<file path="config.mk">
export PLATFORM = sky130hd
export DESIGN_NAME = restoring_divider_96bit
export DESIGN_NICKNAME = d
export VERILOG_FILES = /design/src/design/rdiv96_pkg.sv /design/src/design/rdiv96_cell.sv /design/src/design/restoring_divider_96bit.sv
export SDC_FILE = /design/constraint.sdc
export NUM_CORES = 1
export LEC_CHECK = 0
export BUFFER_PORTS_ARGS = -buffer_cell sky130_fd_sc_hd__buf_2
export CORE_AREA = 4 4 410 250
export DETAILED_ROUTE_END_ITERATION = 16
export DIE_AREA = 0 0 414 254
export HOLD_SLACK_MARGIN = 0.03
export PLACE_DENSITY = 0.47
export SETUP_SLACK_MARGIN = 0.5
export SLEW_MARGIN = 0
export SYNTH_ARGS = -nofsm -noshare
export SYNTH_HDL_FRONTEND = slang
export SYNTH_SLANG_ARGS = --single-unit
</file>
<file path="constraint.sdc">
create_clock -name clk -period 35.2 [get_ports clk]
set_clock_uncertainty 0.05 [all_clocks]
set_input_delay 8.8 -clock clk [delete_from_list [all_inputs] [get_ports clk]]
set_output_delay 8.8 -clock clk [all_outputs]
set_load 0.05 [all_outputs]
</file>
<file path="src/design/rdiv96_pkg.sv">
// Shared types and constants for the restoring divider.
`default_nettype none
package rdiv96_pkg;

	localparam int OPERAND_BITS_DEF = 96;
	localparam int CELL_BITS        = 8;
	localparam int LOW_W            = 64;
	localparam int HIGH_W           = 32;
	localparam int EXT_W            = 2 * LOW_W;

	typedef struct packed {
		logic [LOW_W-1:0]  dividend_low;
		logic [HIGH_W-1:0] dividend_high;
		logic [LOW_W-1:0]  divisor_low;
		logic [HIGH_W-1:0] divisor_high;
	} rdiv96_op_t;

	typedef struct packed {
		logic [LOW_W-1:0]  quotient_low;
		logic [HIGH_W-1:0] quotient_high;
		logic [LOW_W-1:0]  remainder_low;
		logic [HIGH_W-1:0] remainder_high;
		logic              divide_by_zero;
	} rdiv96_res_t;

	// bits handed from one cell to the next higher one
	typedef struct packed {
		logic rem_bit;
		logic quo_bit;
		logic borrow;
	} rdiv96_link_t;

	// broadcast to every cell
	typedef struct packed {
		logic load;
		logic step;
		logic ge;
	} rdiv96_ctrl_t;

endpackage
`default_nettype wire

</file>
<file path="src/design/rdiv96_cell.sv">
// One slice of the partial remainder, quotient and divisor with its subtractor.
`default_nettype none
module rdiv96_cell (
	input  wire logic                              clk,
	input  wire rdiv96_pkg::rdiv96_ctrl_t          ctrl,
	input  wire logic [rdiv96_pkg::CELL_BITS-1:0]  ld_quo,
	input  wire logic [rdiv96_pkg::CELL_BITS-1:0]  ld_dvs,
	input  wire rdiv96_pkg::rdiv96_link_t          link_in,
	output rdiv96_pkg::rdiv96_link_t               link_out,
	output logic [rdiv96_pkg::CELL_BITS-1:0]       rem,
	output logic [rdiv96_pkg::CELL_BITS-1:0]       quo
);
	import rdiv96_pkg::*;

	logic [CELL_BITS-1:0] rem_q;
	logic [CELL_BITS-1:0] quo_q;
	logic [CELL_BITS-1:0] dvs_q;
	logic [CELL_BITS-1:0] shifted;
	logic [CELL_BITS:0]   diff;

	assign shifted = {rem_q[CELL_BITS-2:0], link_in.rem_bit};
	assign diff    = {1'b0, shifted} - {1'b0, dvs_q} - {{CELL_BITS{1'b0}}, link_in.borrow};

	always_ff @(posedge clk) begin
		if (ctrl.load) begin
			rem_q <= '0;
			quo_q <= ld_quo;
			dvs_q <= ld_dvs;
		end else if (ctrl.step) begin
			rem_q <= ctrl.ge ? diff[CELL_BITS-1:0] : shifted;
			quo_q <= {quo_q[CELL_BITS-2:0], link_in.quo_bit};
		end
	end

	assign link_out.rem_bit = rem_q[CELL_BITS-1];
	assign link_out.quo_bit = quo_q[CELL_BITS-1];
	assign link_out.borrow  = diff[CELL_BITS];
	assign rem = rem_q;
	assign quo = quo_q;

endmodule
`default_nettype wire

</file>
<file path="src/design/restoring_divider_96bit.sv">
// Top level: unsigned restoring divider built from a chain of remainder cells.
//
// Operand channel (op_valid/op_ready/op) takes dividend and divisor; result
// channel (res_valid/res_ready/res) returns quotient, remainder and the
// divide_by_zero flag. One item is in the datapath at a time.
// Sequence: the transfer edge loads the cells, then OPERAND_BITS shift-subtract
// steps follow (one quotient bit per cycle, set by the carry chain through
// the cells), then the output register is written. res_valid and op_ready
// rise together on that write, so the next operand is taken only after the
// last item has left the cells for the output register.
// The output register is separate from the cells: a new operand is taken
// while a result waits. If the receiver stalls and the output register is
// still full when the next item finishes, that item holds in the cells
// until res_ready frees the register.
// Reset clears the control state and the output valid; op_ready is high
// after reset.
`default_nettype none
module restoring_divider_96bit #(
	parameter int OPERAND_BITS = rdiv96_pkg::OPERAND_BITS_DEF
) (
	input  wire logic                    clk,
	input  wire logic                    arst_n,
	input  wire logic                    op_valid,
	output logic                         op_ready,
	input  wire rdiv96_pkg::rdiv96_op_t  op,
	output logic                         res_valid,
	input  wire logic                    res_ready,
	output rdiv96_pkg::rdiv96_res_t      res
);
	import rdiv96_pkg::*;

	localparam int NCELL = (OPERAND_BITS + CELL_BITS) / CELL_BITS;
	localparam int W     = NCELL * CELL_BITS;
	localparam int SH    = W - OPERAND_BITS;
	localparam int CNT_W = $clog2(OPERAND_BITS);

	typedef enum logic [2:0] {
		ST_IDLE = 3'b001,
		ST_RUN  = 3'b010,
		ST_FIN  = 3'b100
	} state_t;

	state_t                  state_q;
	logic [CNT_W-1:0]        cnt_q;
	logic                    seen_q;
	logic                    dz_q;
	logic                    res_valid_q;
	rdiv96_res_t             res_q;

	logic [EXT_W-1:0]        dvd_ext;
	logic [EXT_W-1:0]        dvs_ext;
	logic [OPERAND_BITS-1:0] dvd_op;
	logic [OPERAND_BITS-1:0] dvs_op;
	logic [W-1:0]            ld_quo_all;
	logic [W-1:0]            ld_dvs_all;
	logic [W-1:0]            rem_all;
	logic [W-1:0]            quo_all;
	logic [EXT_W-1:0]        quo_ext;
	logic [EXT_W-1:0]        rem_ext;
	rdiv96_link_t            link [NCELL+1];
	rdiv96_ctrl_t            ctrl;
	logic                    accept;
	logic                    seen_now;
	logic                    capture;

	assign accept   = op_valid && op_ready;
	assign op_ready = (state_q == ST_IDLE);
	assign capture  = (state_q == ST_FIN) && (!res_valid_q || res_ready);

	assign dvd_ext    = EXT_W'({op.dividend_high, op.dividend_low});
	assign dvs_ext    = EXT_W'({op.divisor_high, op.divisor_low});
	assign dvd_op     = dvd_ext[OPERAND_BITS-1:0];
	assign dvs_op     = dvs_ext[OPERAND_BITS-1:0];
	assign ld_quo_all = W'(dvd_op) << SH;
	assign ld_dvs_all = W'(dvs_op);

	// quotient bits above the dividend's leading one stay zero
	assign seen_now = seen_q || link[0].rem_bit;

	assign ctrl.load = accept;
	assign ctrl.step = (state_q == ST_RUN);
	assign ctrl.ge   = !link[NCELL].borrow;

	assign link[0].rem_bit = link[NCELL].quo_bit;
	assign link[0].quo_bit = ctrl.ge && seen_now;
	assign link[0].borrow  = 1'b0;

	for (genvar i = 0; i < NCELL; i++) begin : g_cell
		rdiv96_cell u_cell (
			.clk      (clk),
			.ctrl     (ctrl),
			.ld_quo   (ld_quo_all[i*CELL_BITS +: CELL_BITS]),
			.ld_dvs   (ld_dvs_all[i*CELL_BITS +: CELL_BITS]),
			.link_in  (link[i]),
			.link_out (link[i+1]),
			.rem      (rem_all[i*CELL_BITS +: CELL_BITS]),
			.quo      (quo_all[i*CELL_BITS +: CELL_BITS])
		);
	end

	assign quo_ext = EXT_W'(quo_all[OPERAND_BITS-1:0]);
	assign rem_ext = EXT_W'(rem_all[OPERAND_BITS-1:0]);

	always_ff @(posedge clk or negedge arst_n) begin
		if (!arst_n) begin
			state_q     <= ST_IDLE;
			cnt_q       <= '0;
			seen_q      <= 1'b0;
			dz_q        <= 1'b0;
			res_valid_q <= 1'b0;
		end else begin
			unique case (state_q)
				ST_IDLE: begin
					if (accept) begin
						state_q <= ST_RUN;
						cnt_q   <= CNT_W'(OPERAND_BITS - 1);
						seen_q  <= 1'b0;
						dz_q    <= (dvs_op == '0);
					end
				end
				ST_RUN: begin
					seen_q <= seen_now;
					cnt_q  <= cnt_q - 1'b1;
					if (cnt_q == '0) begin
						state_q <= ST_FIN;
					end
				end
				ST_FIN: begin
					if (capture) begin
						state_q <= ST_IDLE;
					end
				end
				default: state_q <= ST_IDLE;
			endcase
			if (capture) begin
				res_valid_q <= 1'b1;
			end else if (res_ready) begin
				res_valid_q <= 1'b0;
			end
		end
	end

	always_ff @(posedge clk) begin
		if (capture) begin
			res_q.quotient_low   <= quo_ext[LOW_W-1:0];
			res_q.quotient_high  <= quo_ext[LOW_W +: HIGH_W];
			res_q.remainder_low  <= rem_ext[LOW_W-1:0];
			res_q.remainder_high <= rem_ext[LOW_W +: HIGH_W];
			res_q.divide_by_zero <= dz_q;
		end
	end

	assign res_valid = res_valid_q;
	assign res       = res_q;

endmodule
`default_nettype wire

</file>
==> impl_metrics.ini, run 1 <==
[clocking]
cts_resized = 0
cts_buffers = 55
root_buffer = clkbuf_16
htree_levels = 2
clkTransAtPathRegs_ns = 0.06
insertion_delay_ns = 0.63
postCtsHoldBufs = 0
post_cts_buffers = 0
cts_tree = done
clockBufferDepth = 3
cts_sinks = 509

[setup_path]
crit_path_frequent_cell = fa_1
critPathMaxStageDelay_ns = 0.65
start_kind = flop
cp-end-kind = flop
required_ns = 35.61
worstPathArrival_ns = 25.93
cp-startpoint = g_cell[12].u_cell.quo[7]$_DFFE_PP_
crit_type = reg -> reg
path_delay_family = adder cells
rr_startpoint = g_cell[12].u_cell.quo[7]$_DFFE_PP_
cp_slowest_cell = buf_4
path_buf_inv = 2
worstPathMaxFanout = 52

[placement]
dp_cells = 3740
place_congestion = 0.7741
port_buffers = 390
placed_cell_area_sq_mm = 0.02700
dpl.hpwl_mm = 49.18

[logic_synthesis]
synth_warnings = 0
ys.flop_type = edfxtp_1
netlist_instances = 2091
syn-num-nets = 2476
synth_cell_types = 54
synth_seq_area_share = 0.5998
synth_area_sq_mm = 0.02353
synth_area_leaders = edfxtp_1, dfxtp_1, ha_1
synth_largest_area_cell = edfxtp_1
syn-mean-instance-area_sq_um = 11.25
synth-seq-cells = 509
synth-edff-count = 385
synth_top_area_share = 0.4914
async_flop_share = 0.02554

[detailed_routing]
wl_met3_mm = 3.306
remaining_drc_errors = 0
wl_met1_mm = 33.87
dr_wl_met2_mm = 31.53
wl_per_cell_microns = 18.35
via_per_inst = 4.243
vias = 16323
routed_wl_mm = 70.60
top_layer = met5
final_antenna_net_count = 0
first_pass_iters = 5
drt_first_iter_violations = 937

[timing]
rsz0062_at_grt = no
fmax_ghz = 0.03919
holdWs_ns = 0.3922
period_needed_ns = 25.52
setup_viol = 0
fin_crit_sh = 0.7249
relSlewSlack = 0.2536
hold_viol_final = 0
fin_tns_setup_ns = 0
drv_slew = 0
tightest_slew_ns = 1.109

[power]
peakVddDrop_v = 0.00007244
power_density_mw_per_mm2 = 92.71
p_leak_nw = 11.98

[layout]
fin_area_sq_mm = 0.02876
multiInputGateArea_sq_mm = 0.008228
drive_above_1_share = 0.2032
nNetsFinal = 2863
stdcell_count = 3847
syn2layout_area_growth_pct = 22.26
n_fill_cell = 10295
final_util = 0.2928
ff_latch_area_sq_mm = 0.01411

[die]
rows = 89
dieArea_sq_mm = 0.1052
io_pins = 391
coreArea_sq_mm = 0.09822
start_util = 0.2395
die_h_microns = 254
fp.dieW_microns = 414

[global_route]
grt_pass1_vias = 15702
grt_pass1_wl_mm = 102.9
track_usage = 0.1289
antenna_found_initial = 19
grt-ovfl-total = 0
grt_max_degree = 93

[hold_path]
min_path_type = reg -> reg
holdCritStartpoint = g_cell[4].u_cell.quo[6]$_DFFE_PP_

[job]
drv_cap = 0

[run_status]
status = completed
[cell families after synthesis]
group	Yosys count	share of synthesized area
xor+xnor	81	0.03016
flops	509	0.5998
mux	2	0.0008510
compound gates	337	0.08590
fa+ha+maj	189	0.1079
buf+inv	321	0.05255
simple gates	652	0.1229
[cell usage in the layout (no fill, tap or decap), drive strengths merged, types with 5 or more instances in the layout]
cell,count
o21ai,138
a211oi,43
nor2,72
dfxtp,111
nand2,386
nor4b,13
a21oi,84
nor4,24
edfxtp,385
fa,23
clkbuf,68
xor2,36
nand3,55
and3,12
clkinv,28
nor3,41
xnor2,45
a31oi,14
nand3b,13
nand2b,13
a21bo,10
a21o,21
o32ai,11
buf,407
dfrtp,12
ha,166
inv,246
nor2b,5
nand4,6
[per-stage QoR]
stage / worst slack [ns] / total power [W]
4_1_cts: 9.637 / 0.002710
6_report: 9.685 / 0.002666
3_3_place_gp: 10.15 / 0.002108
5_1_grt: 8.008 / 0.002909
3_5_place_dp: 9.695 / 0.002107
2_1_floorplan: 12.86 / 0.001803
[layer usage]
metal / up-vias / global-route usage
met3: 112 / 0.02655
met5: - / 0
met2: 307 / 0.1993
met4: 8 / 0.03697
met1: 7849 / 0.1824
li1: 8047 / -
[cell usage after synthesis (all sizes together) (13+ instances only)]
cell type and count:
edfxtp 385, fa 23, dfxtp 111, a21oi 84, buf 24, nand2 386, o21ai 138, a21o 21
nand3b 13, nand2b 13, nor3 41, nor4 24, nor2 72, nand3 55, inv 244, xor2 36
ha 166, clkbuf 53, a31oi 14, a211oi 43, xnor2 45, nor4b 13
[power by group]
| part | switching, W | total [W] | internal (W) |
|---|---|---|---|
| combinational | 0.000707 | 0.00116 | 0.000453 |
| clock | 0.000258 | 0.000579 | 0.000321 |
| sequential | 0.0000905 | 0.000928 | 0.000837 |
[sequential cells by signal (all words and copies together) (netlist names)]
name	flops
state_q	3
g_cell.u_cell.quo	104
dz_q	1
res_valid	1
cnt_q	7
g_cell.u_cell.dvs_q	96
res	193
g_cell.u_cell.rem	103
seen_q	1
[final cells by class]
type | instances | share of cell area
multi-input combinational | 1261 | 0.2861
tap | 1319 | 0.05738
sequential | 509 | 0.4906
clock inverter | 36 | 0.009745
inverter | 244 | 0.03228
clock buffer | 68 | 0.05138
timing repair buffer | 407 | 0.07230
antenna | 3 | 0.0002610
[final timing paths]
check / endpoint / slack, ns / depth (start not counted)
setup / recovery: g_cell[3].u_cell.rem[6]$_SDFFE_PP0P_ / 9.68 / 98
hold / removal: res[167]$_DFFE_PP_ / 0.39 / 0
setup reg to reg: g_cell[3].u_cell.rem[6]$_SDFFE_PP0P_ / 9.68 / 98
hold reg to reg: res[167]$_DFFE_PP_ / 0.39 / 0
max in group asynchronous: state_q[0]$_DFFE_PN1P_ / 26.74 / 1
min in group asynchronous: dz_q$_DFFE_PN0P_ / 8.04 / 1
No activity file was read; power rests on OpenSTA's default activity.
==> run 2, diff against run 1 <==
--- a/config.mk
+++ b/config.mk
@@ -5,10 +5,11 @@
 export SDC_FILE = /design/constraint.sdc
 export NUM_CORES = 1
 export LEC_CHECK = 0
+export ABC_AREA = 1
 export BUFFER_PORTS_ARGS = -buffer_cell sky130_fd_sc_hd__buf_2
-export CORE_AREA = 4 4 410 250
+export CORE_AREA = 4 4 417 255
 export DETAILED_ROUTE_END_ITERATION = 16
-export DIE_AREA = 0 0 414 254
+export DIE_AREA = 0 0 421 259
 export HOLD_SLACK_MARGIN = 0.03
 export PLACE_DENSITY = 0.47
 export SETUP_SLACK_MARGIN = 0.5
==> constraint.sdc (replaced) <==
create_clock -name clk -period 24.3 [get_ports clk]
set_clock_uncertainty 0.05 [all_clocks]
set_input_delay 6.075 -clock clk [delete_from_list [all_inputs] [get_ports clk]]
set_output_delay 6.075 -clock clk [all_outputs]
set_load 0.05 [all_outputs]
==> impl_metrics.ini, run 2 <==
[hold_path]
min_path_type = reg -> reg

[detailed_routing]
vias = 17455
first_pass_iters = 5
via_per_inst = 4.050
final_antenna_net_count = 0
routed_wl_mm = 71.75
wl_per_cell_microns = 16.65
drt_first_iter_violations = 1061
remaining_drc_errors = 0

[setup_path]
cp-end-kind = flop
worstPathArrival_ns = 20.35
critPathMaxStageDelay_ns = 0.72
start_kind = flop
required_ns = 24.70
cp_slowest_cell = buf_4
crit_path_frequent_cell = nand2_1
worstPathMaxFanout = 61
crit_type = reg -> reg

[layout]
drive_above_1_share = 0.1717
final_util = 0.2911
nNetsFinal = 3297
syn2layout_area_growth_pct = 21.74
final_common_cell = nand2_1
largest_reg_flops = 193
final_cell_mix = nand2_1, inv_1, buf_2

[logic_synthesis]
async_flop_share = 0.02554
syn-num-nets = 2903
synth-simple-area-share = 0.1648
muxShareOfSynthArea = 0
synthAdderAreaFrac = 0.1039
synth_cell_types = 36
syn-mean-instance-area_sq_um = 9.700
synth-edff-count = 385
synth_most_common_cell = nand2_1
synth_top_area_share = 0.4733
synth_xor_area_frac = 0.01721
ys.flop_type = edfxtp_1
synth_largest_area_cell = edfxtp_1
synth_warnings = 0
synth_seq_area_share = 0.5777
synth_compound_area_frac = 0.05917
synth_common_cells = nand2_1, inv_1, edfxtp_1
synth_area_leaders = edfxtp_1, nand2_1, dfxtp_1
synth_top_family_by_area = simple AND/OR/NAND/NOR gates
netlist_instances = 2518
synth_area_sq_mm = 0.02442
synth-seq-cells = 509

[global_route]
antenna_found_initial = 16
grt_pass1_wl_mm = 106.7
grt-ovfl-total = 0
grt_pass1_vias = 16575
grt_max_degree = 141
track_usage = 0.1275

[clocking]
htree_levels = 2
clockBufferDepth = 3
cts_tree = done
clkTransAtPathRegs_ns = 0.06
cts_buffers = 55
insertion_delay_ns = 0.62
postCtsHoldBufs = 0
cts_sinks = 509
post_cts_buffers = 0
root_buffer = clkbuf_16
cts_resized = 0

[job]
drv_cap = 0

[placement]
place_congestion = 0.8011
dpl.hpwl_mm = 50.21
port_buffers = 390

[timing]
tightest_slew_ns = 1.002
setup_viol = 0
relSlewSlack = 0.3318
hold_viol_final = 0
fin_tns_setup_ns = 0
period_needed_ns = 19.95
drv_slew = 0
fmax_ghz = 0.05013
rsz0062_at_grt = no
fin_crit_sh = 0.8209

[power]
power_density_mw_per_mm2 = 127.2
peakVddDrop_v = 0.00007770
p_leak_nw = 13.48

[die]
start_util = 0.2391
fp.dieW_microns = 421
coreArea_sq_mm = 0.1021
dieArea_sq_mm = 0.1090
die_h_microns = 259
io_pins = 391
rows = 91

[run_status]
status = completed
-- run 2: cell count changes in the layout (fill, tap and decap cells not counted), moves of 13 or more --
cell | before | now
nand2_1 | 384 | 768
nor3_1 | 40 | 5
nor4_1 | 24 | 0
xor2_1 | 36 | 13
nand3_1 | 54 | 117
a21oi_1 | 84 | 132
inv_1 | 242 | 412
nor4b_1 | 13 | 0
a31oi_1 | 14 | 1
o21ai_0 | 138 | 111
a21o_1 | 21 | 0
a211oi_1 | 42 | 0
nor2_1 | 71 | 100
nand2b_1 | 13 | 0
-- run 2: path summary, 6_finish.rpt --
kind                       slack, ns                                  from  cells after the start                                     to
max                             4.35    g_cell[12].u_cell.quo[7]$_DFFE_PP_                    111  g_cell[12].u_cell.rem[4]$_SDFFE_PP0P_
min                             0.38  g_cell[5].u_cell.rem[4]$_SDFFE_PP0P_                      0                      res[77]$_DFFE_PP_
max reg2reg                     4.35    g_cell[12].u_cell.quo[7]$_DFFE_PP_                    111  g_cell[12].u_cell.rem[4]$_SDFFE_PP0P_
min reg2reg                     0.38  g_cell[5].u_cell.rem[4]$_SDFFE_PP0P_                      0                      res[77]$_DFFE_PP_
max in group asynchronous      18.60                                arst_n                      1                 state_q[0]$_DFFE_PN1P_
min in group asynchronous       5.30                                arst_n                      1                   cnt_q[4]$_DFFE_PN0P_
-- run 2: area by class of cell --
type / instances / area [sq um]
antenna: 3 / 7.507
clock buffer: 66 / 1479
clock inverter: 38 / 351.6
fill: 10753 / 72400
inverter: 417 / 1574
multi-input combinational: 1525 / 8443
sequential: 509 / 14110
tap: 1348 / 1687
timing repair buffer: 404 / 2082
-- run 2: report_power, final --
| part | leakage (nW) | switching [W] | internal, W |
|---|---|---|---|
| Combinational | 7.97 | 0.00104 | 0.000564 |
| Sequential | 4.63 | 0.000110 | 0.00121 |
| Clock | 0.883 | 0.000374 | 0.000489 |
-- run 2: cells by family after synthesis --
| logic type | Yosys count |
|---|---|
| AND/OR/NAND/NOR | 1012 |
| buffers and inverters | 484 |
| AO/OA/AOI/OAI | 276 |
| flip-flops | 509 |
| adder cells (fa/ha/maj) | 189 |
| XOR/XNOR | 48 |
-- run 2: critical path, delay by kind of cell (launching register included) --
family	cells	cell delay, ns
fa+ha+maj	27	10.40
simple gates	74	6.93
buf+inv	6	1.51
compound gates	4	0.51
flops	1	0.35
-- run 2: per-stage QoR --
stage	instances	power, W	area [sq um]	setup WS (ns)	hold slack [ns]
after floorplan	2518	0.002519	24420	7.315	0.3582
after global placement	4203	0.002948	27900	4.550	0.3683
after detailed placement	4203	0.002947	27900	4.326	0.3694
after CTS	4307	0.003841	29730	4.263	0.3835
after global routing	4309	0.004147	29730	2.612	0.3937
final	4310	0.003781	29730	4.352	0.3837
-- run 2: routing by layer --
layer | global-route usage | wire length, microns | vias to the layer above
li1 | - | - | 8963
met1 | 0.1816 | 34980 | 8107
met2 | 0.2005 | 32520 | 279
met3 | 0.02242 | 2808 | 98
met4 | 0.03169 | 1395 | 8
met5 | 0 | 53 | -
==> run 3, diff against run 2 <==
==> constraint.sdc (replaced) <==
create_clock -name clk -period 20.5 [get_ports clk]
set_clock_uncertainty 0.05 [all_clocks]
set_input_delay 5.125 -clock clk [delete_from_list [all_inputs] [get_ports clk]]
set_output_delay 5.125 -clock clk [all_outputs]
set_load 0.05 [all_outputs]
==> impl_metrics.ini, run 3 (same netlist as run 2, synthesis figures left out) <==
[layout]
largest_reg_flops = 193
final_common_cell = nand2_1
nNetsFinal = 3303
drive_above_1_share = 0.1788
final_cell_mix = nand2_1, inv_1, buf_2
final_util = 0.2939
syn2layout_area_growth_pct = 22.89
stdcell_count = 4316

[placement]
place_congestion = 0.8070
port_buffers = 390
dpl_worst_slack_ns = 1.346
dpl.hpwl_mm = 49.69
dp_cells = 4203

[global_route]
grt_pass1_vias = 17189
antenna_found_initial = 14
grt-ovfl-total = 0
grt_pass1_wl_mm = 108.3
grt_max_degree = 125
track_usage = 0.1290

[setup_path]
path_delay_family = adder cells
r2r_slack_ns = 2.07
critPathMaxStageDelay_ns = 0.47
crit_path_frequent_cell = nand2_1
cp_slowest_cell = fa_1
r2r_cells = 110
cp-end-kind = flop
path_buf_inv = 6
rr_startpoint = g_cell[12].u_cell.quo[7]$_DFFE_PP_
worstPathMaxFanout = 64
start_kind = flop
worstPathArrival_ns = 18.83
required_ns = 20.90
r2r-end = g_cell[2].u_cell.rem[1]$_SDFFE_PP0P_
crit_type = reg -> reg
cp_num_cells = 110

[hold_path]
whs_path_depth = 0
holdCritStartpoint = g_cell[5].u_cell.rem[1]$_SDFFE_PP0P_
min_path_type = reg -> reg
min_to = res[74]$_DFFE_PP_

[detailed_routing]
remaining_drc_errors = 0
vias = 17553
wl_per_cell_microns = 17.13
final_antenna_net_count = 0
via_per_inst = 4.067
first_pass_iters = 5
routed_wl_mm = 73.91
drt_first_iter_violations = 1206

[timing]
setup_ws_ns = 2.066
relSlewSlack = 0.2832
tightest_slew_ns = 1.075
period_needed_ns = 18.43
drv_slew = 0
setup_viol = 0
fmax_ghz = 0.05425
fin_tns_setup_ns = 0
hold_viol_final = 0
rsz0062_at_grt = no
fin_crit_sh = 0.8992
holdWs_ns = 0.3775

[clocking]
clkTransAtPathRegs_ns = 0.07
clockBufferDepth = 3
cts_tree = done
insertion_delay_ns = 0.62
cts_sinks = 509
htree_levels = 2
postCtsHoldBufs = 0
cts_buffers = 55
root_buffer = clkbuf_16

[die]
coreArea_sq_mm = 0.1021
dieArea_sq_mm = 0.1090
rows = 91
io_pins = 391
start_util = 0.2391
die_h_microns = 259
fp.dieW_microns = 421

[power]
p_leak_nw = 13.60
peakVddDrop_v = 0.00007659
power_density_mw_per_mm2 = 154.9

[job]
drv_cap = 0

[run_status]
status = completed
## run 3: cell types whose count changed in the layout (fill, tap and decap cells not counted), moves of 2 or more
| cell | previous run | this run |
|---|---|---|
| buf_8 | 0 | 2 |
| fa_1 | 23 | 13 |
| nand2_2 | 0 | 2 |
| fa_2 | 0 | 10 |
| bufinv_16 | 5 | 10 |
| clkbuf_1 | 6 | 4 |
| nand2_1 | 768 | 766 |
| clkinv_2 | 12 | 9 |
| buf_12 | 2 | 4 |
| buf_6 | 0 | 2 |
## run 3: worst max path at each step
| stage | slack, ns | to | startpoint |
|---|---|---|---|
| after floorplan | 3.52 | g_cell[9].u_cell.rem[1]$_SDFFE_PP0P_ | g_cell[0].u_cell.dvs_q[0]$_DFFE_PP_ |
| final | 2.07 | g_cell[2].u_cell.rem[1]$_SDFFE_PP0P_ | g_cell[12].u_cell.quo[7]$_DFFE_PP_ |
| after detailed placement | 1.35 | g_cell[12].u_cell.rem[4]$_SDFFE_PP0P_ | g_cell[12].u_cell.quo[7]$_DFFE_PP_ |
| after global routing | 0.52 | g_cell[3].u_cell.rem[0]$_SDFFE_PP0P_ | g_cell[12].u_cell.quo[7]$_DFFE_PP_ |
| after global placement | 1.61 | g_cell[12].u_cell.rem[4]$_SDFFE_PP0P_ | g_cell[0].u_cell.dvs_q[0]$_DFFE_PP_ |
| after CTS | 1.29 | g_cell[12].u_cell.rem[4]$_SDFFE_PP0P_ | g_cell[12].u_cell.quo[7]$_DFFE_PP_ |
## run 3: power by group
group | total [W] | switching (W) | internal, W
clock | 0.00109 | 0.000450 | 0.000645
sequential | 0.00156 | 0.000131 | 0.00143
combinational | 0.00199 | 0.00128 | 0.000711
total | 0.00465 | 0.00186 | 0.00279
## run 3: per-stage QoR
| step | area [sq um] | total power (W) |
|---|---|---|
| floorplan | 24420 | 0.002986 |
| global placement | 27910 | 0.003506 |
| detailed placement | 27910 | 0.003506 |
| CTS | 29880 | 0.004639 |
| global route | 30010 | 0.005093 |
| finish | 30020 | 0.004650 |
## run 3: routing by layer
| metal | wire (microns) | vias up | global-route usage |
|---|---|---|---|
| met5 | 20 | - | 0 |
| met4 | 1430 | 2 | 0.02975 |
| met3 | 3419 | 87 | 0.02406 |
| met2 | 32520 | 317 | 0.2023 |
| met1 | 36520 | 8167 | 0.1842 |
| li1 | - | 8980 | - |
## run 3: cell type report
type | count | area [sq um]
Antenna cell | 3 | 7.507
Clock buffer | 65 | 1485
Clock inverter | 39 | 484.2
Fill cell | 10761 | 72120
Inverter | 417 | 1574
Multi-Input combinational cell | 1525 | 8476
Sequential cell | 509 | 14110
Tap cell | 1348 | 1687
Timing Repair Buffer | 410 | 2192
## run 3: timing repair
action                                 in CTS  in global routing
gates resized for setup                     0                 26
setup endpoints to repair                   0                104
endpoints found under the hold margin       0                  0
setup buffers                               0                  3
## run 3: worst reg2reg max path: cells and delay by family, from the launching register on
family	cells	cell delay (ns)
and+or+nand+nor	73	6.68
DFF	1	0.35
buffers and inverters	6	0.61
adders and majority gates	27	9.94
AOI/OAI and AO/OA	4	0.68
